**config.mk**
```make
export PLATFORM = sky130hd
export DESIGN_NAME = hit_map_tree_encoder_flat
export DESIGN_NICKNAME = d
export VERILOG_FILES = /design/src/hdl/hmte_pkg.sv /design/src/hdl/hmte_if.sv /design/src/hdl/hmte_pairs.sv /design/src/hdl/hmte_pack.sv /design/src/hdl/hit_map_tree_encoder.sv /design/src/flat_wrapper.sv
export VERILOG_INCLUDE_DIRS = /design/src /design/src/hdl
export SDC_FILE = /design/constraint.sdc
export NUM_CORES = 1
export LEC_CHECK = 0
export BUFFER_PORTS_ARGS = -buffer_cell sky130_fd_sc_hd__buf_2
export CAP_MARGIN = 10
export CORE_MARGIN = 10
export CORE_UTILIZATION = 30
export CTS_CLUSTER_SIZE = 24
export DETAILED_ROUTE_END_ITERATION = 10
export GPL_ROUTABILITY_DRIVEN = 0
export REMOVE_ABC_BUFFERS = 1
export SLEW_MARGIN = 20
export SYNTH_ARGS = -nofsm -noshare
export SYNTH_HDL_FRONTEND = slang
export SYNTH_SLANG_ARGS = --single-unit
```
**constraint.sdc**
```tcl
create_clock -name i_clk -period 7.1 [get_ports i_clk]
set_clock_uncertainty 0.05 [all_clocks]
set_input_delay 1.775 -clock i_clk [delete_from_list [all_inputs] [get_ports i_clk]]
set_output_delay 1.775 -clock i_clk [all_outputs]
set_load 0.005 [all_outputs]
```
**src/hdl/hit_map_tree_encoder_defines.svh**
```systemverilog
// Assertion macros shared by the hit map tree encoder.
`ifndef HIT_MAP_TREE_ENCODER_DEFINES_SVH
`define HIT_MAP_TREE_ENCODER_DEFINES_SVH

// The consequent must hold in the same cycle as the antecedent.
`define HMTE_ASSERT_SAME(label, clk, rst_n, ante, cons) \
    label: assert property (@(posedge clk) disable iff (!(rst_n)) (ante) |-> (cons)) \
        else $error("hmte check failed: label");

// The consequent must hold in the cycle after the antecedent.
`define HMTE_ASSERT_NEXT(label, clk, rst_n, ante, cons) \
    label: assert property (@(posedge clk) disable iff (!(rst_n)) (ante) |=> (cons)) \
        else $error("hmte check failed: label");

`endif

```
**src/hdl/hmte_pkg.sv**
```systemverilog
package hmte_pkg;

    localparam int HitMapW  = 16;
    localparam int CodeW    = 30;
    localparam int LenW     = 5;
    localparam int CountW   = 5;
    // Fifteen tree nodes can emit a pair; one more empty slot fills the merge tree.
    localparam int NumSlots = 16;

    // Pair value written as {first emitted bit, second emitted bit}.
    localparam logic [1:0] PairShort = 2'b01;

    typedef struct packed {
        logic       en;
        logic [1:0] pair;
    } t_slot;

    typedef t_slot [NumSlots-1:0] t_slot_vec;

endpackage

```
**src/hdl/hmte_if.sv**
```systemverilog
interface hmte_in_if;
    logic                           valid;
    logic                           ready;
    logic [hmte_pkg::HitMapW-1:0]   hit_map;

    modport source (output valid, output hit_map, input ready);
    modport sink   (input valid, input hit_map, output ready);
endinterface

interface hmte_out_if;
    logic                           valid;
    logic                           ready;
    logic [hmte_pkg::CodeW-1:0]     code_bits;
    logic [hmte_pkg::LenW-1:0]      code_length;
    logic [hmte_pkg::CountW-1:0]    hit_count;

    modport source (output valid, output code_bits, output code_length,
                    output hit_count, input ready);
    modport sink   (input valid, input code_bits, input code_length,
                    input hit_count, output ready);
endinterface

```
**src/hdl/hmte_pairs.sv**
```systemverilog
module hmte_pairs (
    input  logic [hmte_pkg::HitMapW-1:0] i_map,
    output hmte_pkg::t_slot_vec          o_slots,
    output logic [hmte_pkg::CountW-1:0]  o_hit_count
);
    import hmte_pkg::*;

    logic [1:0] sum2 [8];
    logic [2:0] sum3 [4];
    logic [3:0] sum4 [2];
    logic [3:0] nib;
    logic [1:0] pix;

    // Slots are listed in emission order: level 1, level 2, level 3, level 4.
    always_comb begin
        o_slots = '0;
        o_slots[0].en   = 1'b1;
        o_slots[0].pair = {|i_map[7:0], |i_map[15:8]};
        nib = '0;
        pix = '0;
        for (int h = 0; h < 2; h++) begin
            o_slots[1+h].en   = |i_map[8*h +: 8];
            o_slots[1+h].pair = {|i_map[8*h +: 4], |i_map[8*h+4 +: 4]};
            for (int r = 0; r < 2; r++) begin
                nib = i_map[8*h+4*r +: 4];
                o_slots[3+2*h+r].en   = |nib;
                o_slots[3+2*h+r].pair = {|nib[1:0], |nib[3:2]};
                for (int j = 0; j < 2; j++) begin
                    pix = nib[2*j +: 2];
                    // The left (lower index) pixel is emitted first.
                    o_slots[7+4*h+2*r+j].en   = |pix;
                    o_slots[7+4*h+2*r+j].pair = {pix[0], pix[1]};
                end
            end
        end
    end

    // Population count as a small adder tree.
    always_comb begin
        for (int i = 0; i < 8; i++) begin
            sum2[i] = {1'b0, i_map[2*i]} + {1'b0, i_map[2*i+1]};
        end
        for (int i = 0; i < 4; i++) begin
            sum3[i] = {1'b0, sum2[2*i]} + {1'b0, sum2[2*i+1]};
        end
        for (int i = 0; i < 2; i++) begin
            sum4[i] = {1'b0, sum3[2*i]} + {1'b0, sum3[2*i+1]};
        end
        o_hit_count = {1'b0, sum4[0]} + {1'b0, sum4[1]};
    end

endmodule

```
**src/hdl/hmte_pack.sv**
```systemverilog
module hmte_pack (
    input  hmte_pkg::t_slot_vec         i_slots,
    output logic [hmte_pkg::CodeW-1:0]  o_code,
    output logic [hmte_pkg::LenW-1:0]   o_len
);
    import hmte_pkg::*;

    logic [CodeW-1:0] c0 [16];
    logic [LenW-1:0]  l0 [16];
    logic [CodeW-1:0] c1 [8];
    logic [LenW-1:0]  l1 [8];
    logic [CodeW-1:0] c2 [4];
    logic [LenW-1:0]  l2 [4];
    logic [CodeW-1:0] c3 [2];
    logic [LenW-1:0]  l3 [2];

    // Each slot becomes a short bit string; the pair 01 shrinks to a single 0.
    always_comb begin
        for (int i = 0; i < NumSlots; i++) begin
            if (!i_slots[i].en) begin
                c0[i] = '0;
                l0[i] = '0;
            end else if (i_slots[i].pair == PairShort) begin
                c0[i] = '0;
                l0[i] = LenW'(1);
            end else begin
                c0[i] = CodeW'(i_slots[i].pair);
                l0[i] = LenW'(2);
            end
        end
    end

    // Four merge levels: the earlier string moves up by the later one's length.
    always_comb begin
        for (int i = 0; i < 8; i++) begin
            c1[i] = (c0[2*i] << l0[2*i+1]) | c0[2*i+1];
            l1[i] = LenW'(l0[2*i] + l0[2*i+1]);
        end
        for (int i = 0; i < 4; i++) begin
            c2[i] = (c1[2*i] << l1[2*i+1]) | c1[2*i+1];
            l2[i] = LenW'(l1[2*i] + l1[2*i+1]);
        end
        for (int i = 0; i < 2; i++) begin
            c3[i] = (c2[2*i] << l2[2*i+1]) | c2[2*i+1];
            l3[i] = LenW'(l2[2*i] + l2[2*i+1]);
        end
        o_code = (c3[0] << l3[1]) | c3[1];
        o_len  = LenW'(l3[0] + l3[1]);
    end

endmodule

```
**src/hdl/hit_map_tree_encoder.sv**
```systemverilog
// A hit map is accepted into the input register and moves on into the result register, which drives the result port.
// Throughput: one hit map per cycle while the sink keeps up; the input register feeds the encoding logic,
// which feeds the result register, and both advance whenever the result is taken or empty.
// Reset (synchronous, active low) clears only the two stage valid flags; payload
// registers are left as they are, and the block holds no other state.
`include "hit_map_tree_encoder_defines.svh"

module hit_map_tree_encoder (
    input  logic       i_clk,
    input  logic       i_rst_n,
    hmte_in_if.sink    i_in,
    hmte_out_if.source o_out
);
    import hmte_pkg::*;

    // Stage one holds the raw map, stage two holds the finished result.
    logic               r_s1_valid;
    logic               n_s1_valid;
    logic [HitMapW-1:0] r_s1_map;
    logic               r_s2_valid;
    logic               n_s2_valid;
    logic [CodeW-1:0]   r_s2_code;
    logic [LenW-1:0]    r_s2_len;
    logic [CountW-1:0]  r_s2_count;

    logic               s2_free;
    logic               s1_take;
    logic               s2_take;
    t_slot_vec          slots;
    logic [CodeW-1:0]   enc_code;
    logic [LenW-1:0]    enc_len;
    logic [CountW-1:0]  enc_count;

    // The result register can take a new value when it is empty or its beat
    // leaves this cycle. The input register in turn can load when it is empty
    // or its content moves on, so a fresh map enters every cycle while the
    // sink keeps up.
    assign s2_free    = !r_s2_valid || o_out.ready;
    assign i_in.ready = !r_s1_valid || s2_free;
    assign s1_take    = i_in.valid && i_in.ready;
    assign s2_take    = r_s1_valid && s2_free;

    always_comb begin
        n_s1_valid = r_s1_valid;
        n_s2_valid = r_s2_valid;
        if (i_in.ready) begin
            n_s1_valid = i_in.valid;
        end
        if (s2_free) begin
            n_s2_valid = r_s1_valid;
        end
    end

    always_ff @(posedge i_clk) begin
        if (!i_rst_n) begin
            r_s1_valid <= 1'b0;
            r_s2_valid <= 1'b0;
        end else begin
            r_s1_valid <= n_s1_valid;
            r_s2_valid <= n_s2_valid;
        end
    end

    always_ff @(posedge i_clk) begin
        if (s1_take) begin
            r_s1_map <= i_in.hit_map;
        end
        if (s2_take) begin
            r_s2_code  <= enc_code;
            r_s2_len   <= enc_len;
            r_s2_count <= enc_count;
        end
    end

    // Tree nodes and their occupancy pairs, plus the hit count.
    hmte_pairs u_pairs (
        .i_map       (r_s1_map),
        .o_slots     (slots),
        .o_hit_count (enc_count)
    );

    // Compression and concatenation of the pairs in emission order.
    hmte_pack u_pack (
        .i_slots (slots),
        .o_code  (enc_code),
        .o_len   (enc_len)
    );

    assign o_out.valid       = r_s2_valid;
    assign o_out.code_bits   = r_s2_code;
    assign o_out.code_length = r_s2_len;
    assign o_out.hit_count   = r_s2_count;

    // An empty map, and only an empty map, gives the two-bit code.
    `HMTE_ASSERT_SAME(a_empty_len, i_clk, i_rst_n, o_out.valid, ((o_out.code_length == LenW'(2)) == (o_out.hit_count == '0)))
    // A full map gives thirty ones.
    `HMTE_ASSERT_SAME(a_full_code, i_clk, i_rst_n, o_out.valid && (o_out.hit_count == CountW'(HitMapW)), (o_out.code_length == LenW'(CodeW)) && (&o_out.code_bits))
    // A map held in the input register is not dropped while the result stalls.
    `HMTE_ASSERT_NEXT(a_s1_hold, i_clk, i_rst_n, r_s1_valid && !s2_free, r_s1_valid && $stable(r_s1_map))
    // A result is loaded only from a valid input stage.
    `HMTE_ASSERT_NEXT(a_s2_src, i_clk, i_rst_n, !r_s1_valid && !r_s2_valid, !r_s2_valid)

endmodule
```
**src/flat_wrapper.sv**
```systemverilog
// flat-port wrapper written by rule: the top's interface ports become plain ports
module hit_map_tree_encoder_flat import hmte_pkg::*;
  (i_clk, i_rst_n, i_in_valid, i_in_hit_map, i_in_ready, o_out_valid, o_out_code_bits, o_out_code_length, o_out_hit_count, o_out_ready);
  hmte_in_if i_in_i ();
  hmte_out_if o_out_i ();
  input  logic i_clk;
  input  logic i_rst_n;
  input wire logic [$bits(i_in_i.valid)-1:0] i_in_valid;
  input wire logic [$bits(i_in_i.hit_map)-1:0] i_in_hit_map;
  output wire logic [$bits(i_in_i.ready)-1:0] i_in_ready;
  output wire logic [$bits(o_out_i.valid)-1:0] o_out_valid;
  output wire logic [$bits(o_out_i.code_bits)-1:0] o_out_code_bits;
  output wire logic [$bits(o_out_i.code_length)-1:0] o_out_code_length;
  output wire logic [$bits(o_out_i.hit_count)-1:0] o_out_hit_count;
  input wire logic [$bits(o_out_i.ready)-1:0] o_out_ready;
  assign i_in_i.valid = i_in_valid;
  assign i_in_i.hit_map = i_in_hit_map;
  assign i_in_ready = i_in_i.ready;
  assign o_out_valid = o_out_i.valid;
  assign o_out_code_bits = o_out_i.code_bits;
  assign o_out_code_length = o_out_i.code_length;
  assign o_out_hit_count = o_out_i.hit_count;
  assign o_out_i.ready = o_out_ready;
  hit_map_tree_encoder u_core (.i_clk(i_clk), .i_rst_n(i_rst_n), .i_in(i_in_i), .o_out(o_out_i));
endmodule
```
==> flow_summary.ini <==
[logic_synthesis]
synth.yosys.seq_area_share_pct = 20.8
synth_top_flop_cell = sky130_fd_sc_hd__edfxtp_1
synth-edff-count = 56
top_area_cell_type_share_of_the_netlist_area_pct = 20.3
synth_top_area_cell = sky130_fd_sc_hd__edfxtp_1
netlist_top_cells_area = sky130_fd_sc_hd__edfxtp_1, sky130_fd_sc_hd__fa_1, sky130_fd_sc_hd__nor2_1
synth.distinct_cells = 96
synth_cells = 1047
post_synth_instance_area_um2 = 8290
syn_avg_cell_area_um2 = 7.92
synth-warning-count = 0
ys_async_sr_fraction_pct = 0
synth_seq_cells = 58

[clocking]
cts_setup_buffers = 0
number_of_sinks_driven_by_the_clock_tree = 58
cts_made_buffers = 9
holdBufCountCts = 0
clock_latency_ns = 0.34
clock_path_buffers = 2
worst_setup_hold_path_clk_slew_ns = 0.06
cts_resized = 0
tritoncts = yes
ctsHtreeMaxLevel = 3
cts.root.buffer_cell = sky130_fd_sc_hd__clkbuf_16

[floorplanning]
die_w_um = 186
die-area_um2 = 34700
core.rowCount = 60
io_pins = 62
core_region_area_um2 = 27100
effective_utilization_at_floorplan_pct = 30.6
vert_die_dim_um = 186

[timing]
timing.slew.headroom_pct = 28.2
timing.fmax_mhz = 152
setup_viol_count_final = 0
finalCritPeriodShare_pct = 92.7
report.final.hold_viol_count = 0
slew_violations = 0
rsz0062_at_grt = false
setup_tns_final_ns = 0
finalWorstPathRequiredPeriod_ns = 6.58
max_slew.worst_pin.slew_ns = 1.07

[setup_path]
critical_path.startpoint_type = flop
rrSetupSlack_ns = 0.52
crit-reg2reg-launch = u_core.r_s1_map[0]$_DFFE_PP_
critical_path_arrival_ns = 6.66
r2r_cells = 18
r2r_end = u_core.o_out.code_bits[24]$_DFFE_PP_
worst-endpoint-required_ns = 7.18
path_max_fanout = 20
slowest_delay_ns = 0.71
worst_path_most_repeated_cell = sky130_fd_sc_hd__inv_1
worst_path_max_delay_cell = sky130_fd_sc_hd__a2111oi_0
critPathKind = flop to flop
cp_cell_sequence = inv_1, ha_1, nor2_1, fa_1, inv_1, fa_1, inv_1, ha_1, fa_1, inv_1, a211oi_1, a32oi_4, o22ai_1, a2111oi_0, nor2_1, a211oi_1, nor2_1, o31ai_1
end_kind = flop

[min_path]
hold_path_startpoint = u_core.r_s1_valid$_SDFFE_PN0N_
holdPathEnd = u_core.o_out.valid$_SDFFE_PN0P_
min-delay-path-class = flop to flop
hold_path_depth = 1

[global_route]
globalRouteTotalUtil_pct = 16.3
number_of_global_route_vias_before_repair = 8074
grt_pass1_wl_mm = 45.5
overflow = 0
grt_start_max_net_pins = 51
initial_antenna_violation_count = 0

[drt]
dr_total_vias = 8641
wire_per_inst_um = 20.0
routed_via_density = 6.03
wl_mm = 28.7
antenna_violating_nets_post_route = 0
post-route-drc-count = 0
drtIter0Drc = 1285
firstDrtPassIters = 7

[power_and_ir_drop]
p_leak_nw = 3.40
peakVddDrop_v = 0.000182
power-per-cell-area_nw_per_um2 = 391
post-layout-total-power_mw = 3.59

[final_layout]
area_delta_synth_final_pct = 10.6
finish.instance_area_um2 = 9170
drive_above_1_share_pct = 14.3
fill_cells = 2841
num_antenna_cells = 0
number_of_standard_cells_in_the_layout_taps_in_and_fillers_out = 1434
finalNetCount = 1133

[placement]
place.port_buffers = 61
placed_area_um2 = 8870
placedCellCount = 1418
total_half_perimeter_wirelength_after_legalization_and_detailed_placement_mm = 21.5

[job]
drv_cap = 0

[status]
run_status = finished, final reports clean
worst max-delay path: cells and delay by family (launching register included):
kind            cells  cell delay [ns]
flops               1             0.47
fa+ha+maj           5             2.35
buf+inv             4             0.92
compound gates      6             2.06
simple gates        3             0.50
routing by layer:
layer | vias to the layer above | global-route usage [%] | routed length, um
li1 | 4015 | - | -
met1 | 4073 | 21.9 | 12100
met2 | 471 | 25.8 | 13100
met3 | 82 | 2.21 | 2480
met4 | 0 | 6.26 | 1020
met5 | - | 0 | 0
report_power, final:
group          internal (mW)  leakage [nW]  switching (mW)
Sequential             0.552         0.548          0.0336
Combinational          0.895          2.71            1.66
Clock                  0.290         0.145           0.162
Total                   1.74          3.40            1.85
per-stage QoR:
step                      hold WS [ns]  setup WS [ns]  utilization [%]
final                            0.480          0.517             33.8
after global routing             0.507          0.108             33.8
after CTS                        0.481          0.705             33.8
after detailed placement         0.469          0.779             32.7
after global placement           0.463          0.899             32.7
after floorplan                  0.427          0.172                -
cell families after synthesis:
logic type / share of synthesized area (%)
muxes: 5.45
xor gates and xnor gates: 1.16
adders and majority gates: 11.1
buffers and inverters: 7.62
AOI/OAI and AO/OA: 32.9
and+or+nand+nor: 21.0
DFF: 20.8
registers in the layout, indices dropped and copies added, names as in the netlist:
register / cells
u_core.r_s1_valid: 1
u_core.o_out.hit_count: 5
u_core.r_s1_map: 16
u_core.o_out.code_bits: 30
u_core.o_out.code_length: 5
u_core.o_out.valid: 1
cells in the mapped netlist (all sizes together), types with 8 or more instances:
cell,count
o21ai,57
nand2b,10
a211oi,30
buf,24
nor3,45
o22ai,16
ha,27
nand3,37
o211ai,28
nor2,114
a21o,10
nor2b,10
a311oi,10
fa,29
inv,67
and3,8
clkbuf,58
a22oi,12
mux2i,35
o32ai,8
o31ai,22
xnor2,8
a21oi,73
a221oi,18
edfxtp,56
nor4,8
o221ai,10
or3,10
nand2,81
a31oi,15
cell usage in the layout, fill, tap and decap left out, types with 6 or more instances in the layout:
master / netlist / layout
sky130_fd_sc_hd__a211oi_1: 28 / 28
sky130_fd_sc_hd__a21o_1: 10 / 10
sky130_fd_sc_hd__a21oi_1: 70 / 70
sky130_fd_sc_hd__a221oi_1: 12 / 12
sky130_fd_sc_hd__a22oi_1: 11 / 11
sky130_fd_sc_hd__a311oi_1: 7 / 7
sky130_fd_sc_hd__a31oi_1: 14 / 14
sky130_fd_sc_hd__and3_1: 8 / 8
sky130_fd_sc_hd__buf_2: 15 / 61
sky130_fd_sc_hd__buf_4: 0 / 20
sky130_fd_sc_hd__clkbuf_16: 0 / 9
sky130_fd_sc_hd__edfxtp_1: 56 / 56
sky130_fd_sc_hd__fa_1: 29 / 29
sky130_fd_sc_hd__ha_1: 27 / 27
sky130_fd_sc_hd__inv_1: 66 / 66
sky130_fd_sc_hd__mux2_2: 7 / 7
sky130_fd_sc_hd__mux2i_1: 35 / 35
sky130_fd_sc_hd__nand2_1: 79 / 79
sky130_fd_sc_hd__nand2b_1: 10 / 10
sky130_fd_sc_hd__nand3_1: 37 / 37
sky130_fd_sc_hd__nor2_1: 114 / 114
sky130_fd_sc_hd__nor2b_1: 10 / 9
sky130_fd_sc_hd__nor3_1: 43 / 43
sky130_fd_sc_hd__nor4_1: 6 / 6
sky130_fd_sc_hd__o211ai_1: 27 / 27
sky130_fd_sc_hd__o21ai_0: 50 / 50
sky130_fd_sc_hd__o21ai_1: 7 / 7
sky130_fd_sc_hd__o221ai_1: 9 / 9
sky130_fd_sc_hd__o22ai_1: 16 / 16
sky130_fd_sc_hd__o31ai_1: 19 / 19
sky130_fd_sc_hd__o32ai_1: 7 / 7
sky130_fd_sc_hd__or3_1: 9 / 9
sky130_fd_sc_hd__xnor2_1: 8 / 8
worst max path at each step:
stage                                  from                                     to  cells after the start
3_5_place_dp   u_core.r_s1_map[0]$_DFFE_PP_   u_core.o_out.code_bits[24]$_DFFE_PP_                     18
2_1_floorplan  u_core.r_s1_map[7]$_DFFE_PP_  u_core.o_out.code_length[4]$_DFFE_PP_                     19
4_1_cts        u_core.r_s1_map[0]$_DFFE_PP_   u_core.o_out.code_bits[24]$_DFFE_PP_                     18
5_1_grt        u_core.r_s1_map[0]$_DFFE_PP_   u_core.o_out.code_bits[24]$_DFFE_PP_                     18
3_3_place_gp   u_core.r_s1_map[0]$_DFFE_PP_   u_core.o_out.code_bits[28]$_DFFE_PP_                     18
6_report       u_core.r_s1_map[0]$_DFFE_PP_   u_core.o_out.code_bits[24]$_DFFE_PP_                     18
area by class of cell:
| cell class | instances | area, um2 | area share [%] |
|---|---|---|---|
| clock buffer | 12 | 256 | 2.80 |
| clock inverter | 4 | 50.0 | 0.546 |
| inverter | 71 | 279 | 3.04 |
| multi-input combinational | 836 | 5940 | 64.8 |
| sequential | 58 | 1720 | 18.8 |
| tap | 372 | 465 | 5.07 |
| timing repair buffer | 81 | 455 | 4.97 |
Power figures use the tool's default switching activity.
